==> config.mk <==
export PLATFORM = sky130hd
export DESIGN_NAME = sorted_priority_queue
export DESIGN_NICKNAME = d
export VERILOG_FILES = /design/src/rtl/spq_pkg.sv /design/src/rtl/spq_cell.sv /design/src/rtl/sorted_priority_queue.sv
export SDC_FILE = /design/constraint.sdc
export NUM_CORES = 2
export LEC_CHECK = 0
export BUFFER_PORTS_ARGS = -buffer_cell sky130_fd_sc_hd__buf_2
export CORE_ASPECT_RATIO = 0.9
export CORE_MARGIN = 1
export CORE_UTILIZATION = 43
export DETAILED_ROUTE_END_ITERATION = 12
export GPL_ROUTABILITY_DRIVEN = 0
export PLACE_DENSITY_LB_ADDON = 0.1
export SKIP_CTS_REPAIR_TIMING = 1
export SYNTH_ARGS = -nofsm -noshare
export SYNTH_HDL_FRONTEND = slang
export SYNTH_SLANG_ARGS = --single-unit
==> constraint.sdc <==
create_clock -name clk -period 11.35 [get_ports clk]
set_input_delay 0.5675 -clock clk [delete_from_list [all_inputs] [get_ports clk]]
set_output_delay 0.5675 -clock clk [all_outputs]
set_load 0.005 [all_outputs]
==> src/rtl/spq_pkg.sv <==
// Shared types and constants for the sorted priority queue.
// No dependencies; imported by spq_cell and sorted_priority_queue.
`default_nettype none

package spq_pkg;

    // Fixed widths of the item fields at the ports
    localparam int unsigned FIELD_BITS = 32;
    localparam int unsigned COUNT_BITS = 5;

    // Operation codes carried in the operation field
    typedef enum logic [0:0] {
        OP_PUSH = 1'b0,
        OP_POP  = 1'b1
    } spq_op_t;

    // Command broadcast to every cell in a cycle
    typedef struct packed {
        logic push;
        logic pop;
    } spq_ctrl_t;

endpackage

`default_nettype wire

==> src/rtl/spq_cell.sv <==
// One slot of the sorted queue: key, payload and valid flag.
// Shifts up on an insert below it and down on a pop; uses spq_pkg.
`default_nettype none

module spq_cell
    import spq_pkg::*;
#(
    parameter int unsigned KEY_BITS     = 32,
    parameter int unsigned PAYLOAD_BITS = 32
)
(
    input  wire logic                    clk,
    input  wire logic                    rst_n,
    input  wire spq_ctrl_t               ctrl,
    input  wire logic [KEY_BITS-1:0]     new_key,
    input  wire logic [PAYLOAD_BITS-1:0] new_payload,
    input  wire logic                    left_ge,
    input  wire logic                    left_valid,
    input  wire logic [KEY_BITS-1:0]     left_key,
    input  wire logic [PAYLOAD_BITS-1:0] left_payload,
    input  wire logic                    right_valid,
    input  wire logic [KEY_BITS-1:0]     right_key,
    input  wire logic [PAYLOAD_BITS-1:0] right_payload,
    output logic                         ge,
    output logic                         valid,
    output logic [KEY_BITS-1:0]          slot_key,
    output logic [PAYLOAD_BITS-1:0]      slot_payload
);

    logic                    valid_reg;
    logic                    valid_next;
    logic [KEY_BITS-1:0]     key_reg;
    logic [KEY_BITS-1:0]     key_next;
    logic [PAYLOAD_BITS-1:0] payload_reg;
    logic [PAYLOAD_BITS-1:0] payload_next;
    logic                    load;

    // New entry belongs at or below this slot: slot empty or new key not larger
    assign ge = !valid_reg || (new_key <= key_reg);

    // Pick the next contents: take the new entry, shift up from the left,
    // shift down from the right, or hold
    always_comb
    begin
        valid_next   = valid_reg;
        key_next     = key_reg;
        payload_next = payload_reg;
        load         = 1'b0;
        if (ctrl.push && ge)
        begin
            load = 1'b1;
            if (left_ge)
            begin
                valid_next   = left_valid;
                key_next     = left_key;
                payload_next = left_payload;
            end
            else
            begin
                valid_next   = 1'b1;
                key_next     = new_key;
                payload_next = new_payload;
            end
        end
        else if (ctrl.pop)
        begin
            load         = 1'b1;
            valid_next   = right_valid;
            key_next     = right_key;
            payload_next = right_payload;
        end
    end

    // Valid flag under reset
    always_ff @(posedge clk or negedge rst_n)
    begin
        if (!rst_n)
        begin
            valid_reg <= 1'b0;
        end
        else
        begin
            valid_reg <= valid_next;
        end
    end

    // Slot contents, no reset needed
    always_ff @(posedge clk)
    begin
        if (load)
        begin
            key_reg     <= key_next;
            payload_reg <= payload_next;
        end
    end

    assign valid        = valid_reg;
    assign slot_key     = key_reg;
    assign slot_payload = payload_reg;

endmodule

`default_nettype wire

==> src/rtl/sorted_priority_queue.sv <==
// Sorted priority queue top level: a chain of spq_cell slots plus the
// count and result register; uses spq_pkg and spq_cell.
//
// Bounded priority queue of DEPTH entries held in ascending key order in a
// row of slot cells. Each accepted item is a push (operation OP_PUSH) or a
// pop (OP_POP); every item gives exactly one result in the next cycle. A push
// is inserted in front of the first entry whose key is not smaller, so among
// equal keys the newest leaves first; a push to a full queue is discarded
// and reported in push_dropped. A pop returns the smallest entry, or
// pop_valid low with zero key and payload when empty. entry_count is the
// count after the operation, modulo 32. The queue takes one item per clock:
// all cells compare the incoming key against their own key in parallel and
// shift by one place in the same cycle, so the rate is set by that single
// compare-and-shift step. The result sits in an output register; a new item
// is accepted whenever that register is empty or is being taken, and
// in_stall rises only while a result is held under out_stall.
`default_nettype none

module sorted_priority_queue
    import spq_pkg::*;
#(
    parameter int unsigned DEPTH        = 16,
    parameter int unsigned KEY_BITS     = 32,
    parameter int unsigned PAYLOAD_BITS = 32
)
(
    input  wire logic                  clk,
    input  wire logic                  rst_n,
    input  wire logic                  in_valid,
    output logic                       in_stall,
    input  wire logic                  operation,
    input  wire logic [FIELD_BITS-1:0] key,
    input  wire logic [FIELD_BITS-1:0] payload,
    output logic                       out_valid,
    input  wire logic                  out_stall,
    output logic                       pop_valid,
    output logic [FIELD_BITS-1:0]      pop_key,
    output logic [FIELD_BITS-1:0]      pop_payload,
    output logic                       push_dropped,
    output logic [COUNT_BITS-1:0]      entry_count
);

    localparam int unsigned CNT_BITS = $clog2(DEPTH + 1);
    localparam int unsigned KEY_COPY = (KEY_BITS < FIELD_BITS) ? KEY_BITS : FIELD_BITS;
    localparam int unsigned PAY_COPY =
        (PAYLOAD_BITS < FIELD_BITS) ? PAYLOAD_BITS : FIELD_BITS;
    localparam int unsigned CNT_COPY = (CNT_BITS < COUNT_BITS) ? CNT_BITS : COUNT_BITS;

    logic                    accept;
    logic                    full;
    logic                    empty;
    spq_ctrl_t               ctrl;
    logic [KEY_BITS-1:0]     in_key;
    logic [PAYLOAD_BITS-1:0] in_payload;

    logic                    cell_ge      [DEPTH];
    logic                    cell_valid   [DEPTH];
    logic [KEY_BITS-1:0]     cell_key     [DEPTH];
    logic [PAYLOAD_BITS-1:0] cell_payload [DEPTH];

    logic [CNT_BITS-1:0]     count_reg;
    logic [CNT_BITS-1:0]     count_next;

    logic                    out_valid_reg;
    logic                    pop_valid_reg;
    logic                    pop_valid_next;
    logic [FIELD_BITS-1:0]   pop_key_reg;
    logic [FIELD_BITS-1:0]   pop_key_next;
    logic [FIELD_BITS-1:0]   pop_payload_reg;
    logic [FIELD_BITS-1:0]   pop_payload_next;
    logic                    push_dropped_reg;
    logic                    push_dropped_next;
    logic [COUNT_BITS-1:0]   entry_count_reg;
    logic [COUNT_BITS-1:0]   entry_count_next;

    // Take an item unless a held result is stalled
    assign in_stall = out_valid_reg && out_stall;
    assign accept   = in_valid && !in_stall;

    assign full  = cell_valid[DEPTH-1];
    assign empty = !cell_valid[0];

    // Fit the port fields to the stored widths
    always_comb
    begin
        in_key                       = '0;
        in_key[KEY_COPY-1:0]         = key[KEY_COPY-1:0];
        in_payload                   = '0;
        in_payload[PAY_COPY-1:0]     = payload[PAY_COPY-1:0];
    end

    // Command to the cells: drop pushes to a full queue, pops on empty
    always_comb
    begin
        ctrl.push = accept && (spq_op_t'(operation) == OP_PUSH) && !full;
        ctrl.pop  = accept && (spq_op_t'(operation) == OP_POP) && !empty;
    end

    // Row of slot cells, smallest key in slot 0
    for (genvar i = 0; i < DEPTH; i++)
    begin : g_cell
        logic                    l_ge;
        logic                    l_valid;
        logic [KEY_BITS-1:0]     l_key;
        logic [PAYLOAD_BITS-1:0] l_payload;
        logic                    r_valid;
        logic [KEY_BITS-1:0]     r_key;
        logic [PAYLOAD_BITS-1:0] r_payload;

        if (i == 0)
        begin : g_head
            assign l_ge      = 1'b0;
            assign l_valid   = 1'b0;
            assign l_key     = '0;
            assign l_payload = '0;
        end
        else
        begin : g_body
            assign l_ge      = cell_ge[i-1];
            assign l_valid   = cell_valid[i-1];
            assign l_key     = cell_key[i-1];
            assign l_payload = cell_payload[i-1];
        end

        if (i == DEPTH - 1)
        begin : g_tail
            assign r_valid   = 1'b0;
            assign r_key     = '0;
            assign r_payload = '0;
        end
        else
        begin : g_inner
            assign r_valid   = cell_valid[i+1];
            assign r_key     = cell_key[i+1];
            assign r_payload = cell_payload[i+1];
        end

        spq_cell #(
            .KEY_BITS     (KEY_BITS),
            .PAYLOAD_BITS (PAYLOAD_BITS)
        ) u_cell (
            .clk           (clk),
            .rst_n         (rst_n),
            .ctrl          (ctrl),
            .new_key       (in_key),
            .new_payload   (in_payload),
            .left_ge       (l_ge),
            .left_valid    (l_valid),
            .left_key      (l_key),
            .left_payload  (l_payload),
            .right_valid   (r_valid),
            .right_key     (r_key),
            .right_payload (r_payload),
            .ge            (cell_ge[i]),
            .valid         (cell_valid[i]),
            .slot_key      (cell_key[i]),
            .slot_payload  (cell_payload[i])
        );
    end

    // Advance the entry count and build the result
    always_comb
    begin
        count_next = count_reg;
        if (ctrl.push)
        begin
            count_next = count_reg + 1'b1;
        end
        else if (ctrl.pop)
        begin
            count_next = count_reg - 1'b1;
        end

        pop_valid_next    = ctrl.pop;
        pop_key_next      = '0;
        pop_payload_next  = '0;
        if (ctrl.pop)
        begin
            pop_key_next[KEY_COPY-1:0]     = cell_key[0][KEY_COPY-1:0];
            pop_payload_next[PAY_COPY-1:0] = cell_payload[0][PAY_COPY-1:0];
        end
        push_dropped_next = accept && (spq_op_t'(operation) == OP_PUSH) && full;
        entry_count_next                 = '0;
        entry_count_next[CNT_COPY-1:0]   = count_next[CNT_COPY-1:0];
    end

    // Count and result valid under reset
    always_ff @(posedge clk or negedge rst_n)
    begin
        if (!rst_n)
        begin
            count_reg     <= '0;
            out_valid_reg <= 1'b0;
        end
        else
        begin
            count_reg <= count_next;
            if (accept)
            begin
                out_valid_reg <= 1'b1;
            end
            else if (!out_stall)
            begin
                out_valid_reg <= 1'b0;
            end
        end
    end

    // Result payload, loaded when an item is taken
    always_ff @(posedge clk)
    begin
        if (accept)
        begin
            pop_valid_reg    <= pop_valid_next;
            pop_key_reg      <= pop_key_next;
            pop_payload_reg  <= pop_payload_next;
            push_dropped_reg <= push_dropped_next;
            entry_count_reg  <= entry_count_next;
        end
    end

    assign out_valid    = out_valid_reg;
    assign pop_valid    = pop_valid_reg;
    assign pop_key      = pop_key_reg;
    assign pop_payload  = pop_payload_reg;
    assign push_dropped = push_dropped_reg;
    assign entry_count  = entry_count_reg;

endmodule

`default_nettype wire

==> metrics <==
ys flop type edfxtp_1; I/O pin cnt 142; layout cells sized above 1 8.07%; gr ovfl total 0; first-pass GRT wire length 305000 um; Buffers on Ports 141; Syn Std Cell Area 67500 um^2; CTS max path bufs 3; Rows 137; post-route minimum period 5.00 ns; TritonRoute pass-1 iters 7; kind of critical path flip-flop to flip-flop; PD cells 144 nW/um^2; CTS sink cnt 1117; initial core utilization 43.4%; Crit path buffers/inverters 2; HP Class input pin to flip-flop; LEAKAGE 0.0338 uW; Final ANT Viol Nets 0; largest net degree at the start of global routing 131; Synth top cells by count edfxtp_1, mux2i_1, a21oi_1, nor2_1, inv_1; Worst path slowest cell nor4_1; die outline width 420 um; die area 159000 um^2; most frequent cell after synthesis edfxtp_1; CP Capture Type flip-flop; status complete, no violations; residual DRC count 0; Syn Nets 6875; CTS tree yes; Yosys top cell by area edfxtp_1; crit path cell chain inv_1 > ha_1 > nand4_1 > nor4_1 > a21boi_0 > and2_1 > a221o_4 > nand2_4 > buf_4; Slew HR 19.3%; period utilization 44.1%; Total Routed Length 202000 um; Worst Max-Slew Pin Slew 1.21 ns; Total Power 10600 uW; via/cell ratio 5.73; Area Overhead vs Synth 9.17%; sequential share of the synthesized area 49.5%; setup TNS 0 ns; latest clock arrival within the worst-skew pair 0.79 ns; Worst EP arrival 5.40 ns; cts bufs inserted 133; number of H-tree levels 4; Ys Warns 0; Seq cells post-synth 1117; DR vias 48700; Root Buffer clkbuf_16; EDFF count, synth 1095; clock skew 0.0288 ns; Die Ht 378 um; initial antenna violation count 5; Detailed Place HPWL 134000 um; endpoints failing setup 0; Iter 0 DRT Violations 3813; Max Fclk 200 MHz; Worst-path clk slew 0.06 ns; Startpoint Class flip-flop; Fin. Hold Viols 0; Area contributors post-synth edfxtp_1, mux2i_1, ha_1, a21oi_1, nor2_1; required time of the critical path 11.75 ns; ys async rst share 1.97%; crit-path max FO 68; final net count 6843; post-synth cell types 59; Syn Inst Count 6324; syn avg cell area 10.7 um^2; GRT Resource Usage Total 25.4%; number of global-route vias before repair 48300; # Max-Cap Violations 0; RSZ-0062 raised after global routing false; Critical Path Max Stage Delay 0.91 ns; fin. max-slew vios 0; Synth top area share 48.7%; total core area 155000 um^2; peak supply drop 0.163 mV; WL/cell 23.8 um; Top Family by Delay on Critical Path simple AND/OR/NAND/NOR gates
## worst paths after layout
kind,startpoint,slack (ns),depth (start not counted),end
worst min register to register,count_reg[4],0.47,1,count_reg[4]
max in group asynchronous,rst_n,10.45,2,count_reg[3]
worst max-delay path,g_cell[8].u_cell.slot_key[31],6.35,9,g_cell[8].u_cell.slot_payload[23]
worst max register to register,g_cell[8].u_cell.slot_key[31],6.35,9,g_cell[8].u_cell.slot_payload[23]
min in group asynchronous,rst_n,0.39,2,g_cell[12].u_cell.valid
worst min-delay path,out_stall,0.05,3,out_valid
## final cells by class
class	instances	area, um^2
Fill cell	14600	81700
Sequential cell	1117	33400
Multi-Input combinational cell	4327	30400
Clock buffer	178	3670
Tap cell	2085	2610
Inverter	486	1830
Timing Repair Buffer	227	1410
Clock inverter	60	410
Antenna cell	6	15.0
## logic make-up (layout without fill, tap and decap cells)
kind of cell / after synthesis / count (layout) / share of synthesized area (%)
compound gates: 1356 / 1356 / 11.0
xor+xnor: 4 / 4 / 0.0519
fa+ha+maj: 482 / 482 / 8.93
buf+inv: 880 / 951 / 6.01
flops: 1117 / 1117 / 49.5
mux: 996 / 996 / 14.8
other cells: 0 / 6 / 0
simple gates: 1489 / 1489 / 9.65
## worst min-delay path, stage by stage
cell	delay (ns)
buf_2	0.07
nand2_1	0.07
nand2b_1	0.07
## stage by stage
stage          util [%]  cell area, um^2  hold slack [ns]  worst slack (ns)  cells
2_1_floorplan         -            67500            0.272              6.24   6324
3_3_place_gp       44.8            69600            0.466              5.83   8240
3_5_place_dp       44.8            69600            0.464              5.78   8240
4_1_cts            47.4            73700           -0.185              6.55   8478
5_1_grt            47.4            73700           0.0471              6.14   8480
6_report           47.4            73700           0.0486              6.35   8486
## per-layer routing
metal / wire length [um] / GRT usage (%)
met5: 0 / 0
met3: 11400 / 3.73
met4: 4730 / 6.60
met2: 85500 / 37.4
met1: 100000 / 38.5
## layout by cell type (no fill, tap or decap), types with 80 or more instances in the layout
| cell type | count |
|---|---|
| ha_1 | 482 |
| edfxtp_1 | 1095 |
| nand4_1 | 103 |
| o21ai_0 | 357 |
| buf_2 | 141 |
| nor2_1 | 771 |
| clkbuf_16 | 139 |
| a21oi_1 | 850 |
| mux2i_1 | 963 |
| nand2_1 | 377 |
| inv_1 | 484 |
| buf_4 | 80 |
## power breakdown
part           internal [uW]  switching, uW
clock                   2340           1800
combinational            685           1090
sequential              4600           87.5
total                   7630           2980
No activity file was read; power rests on OpenSTA's default activity.
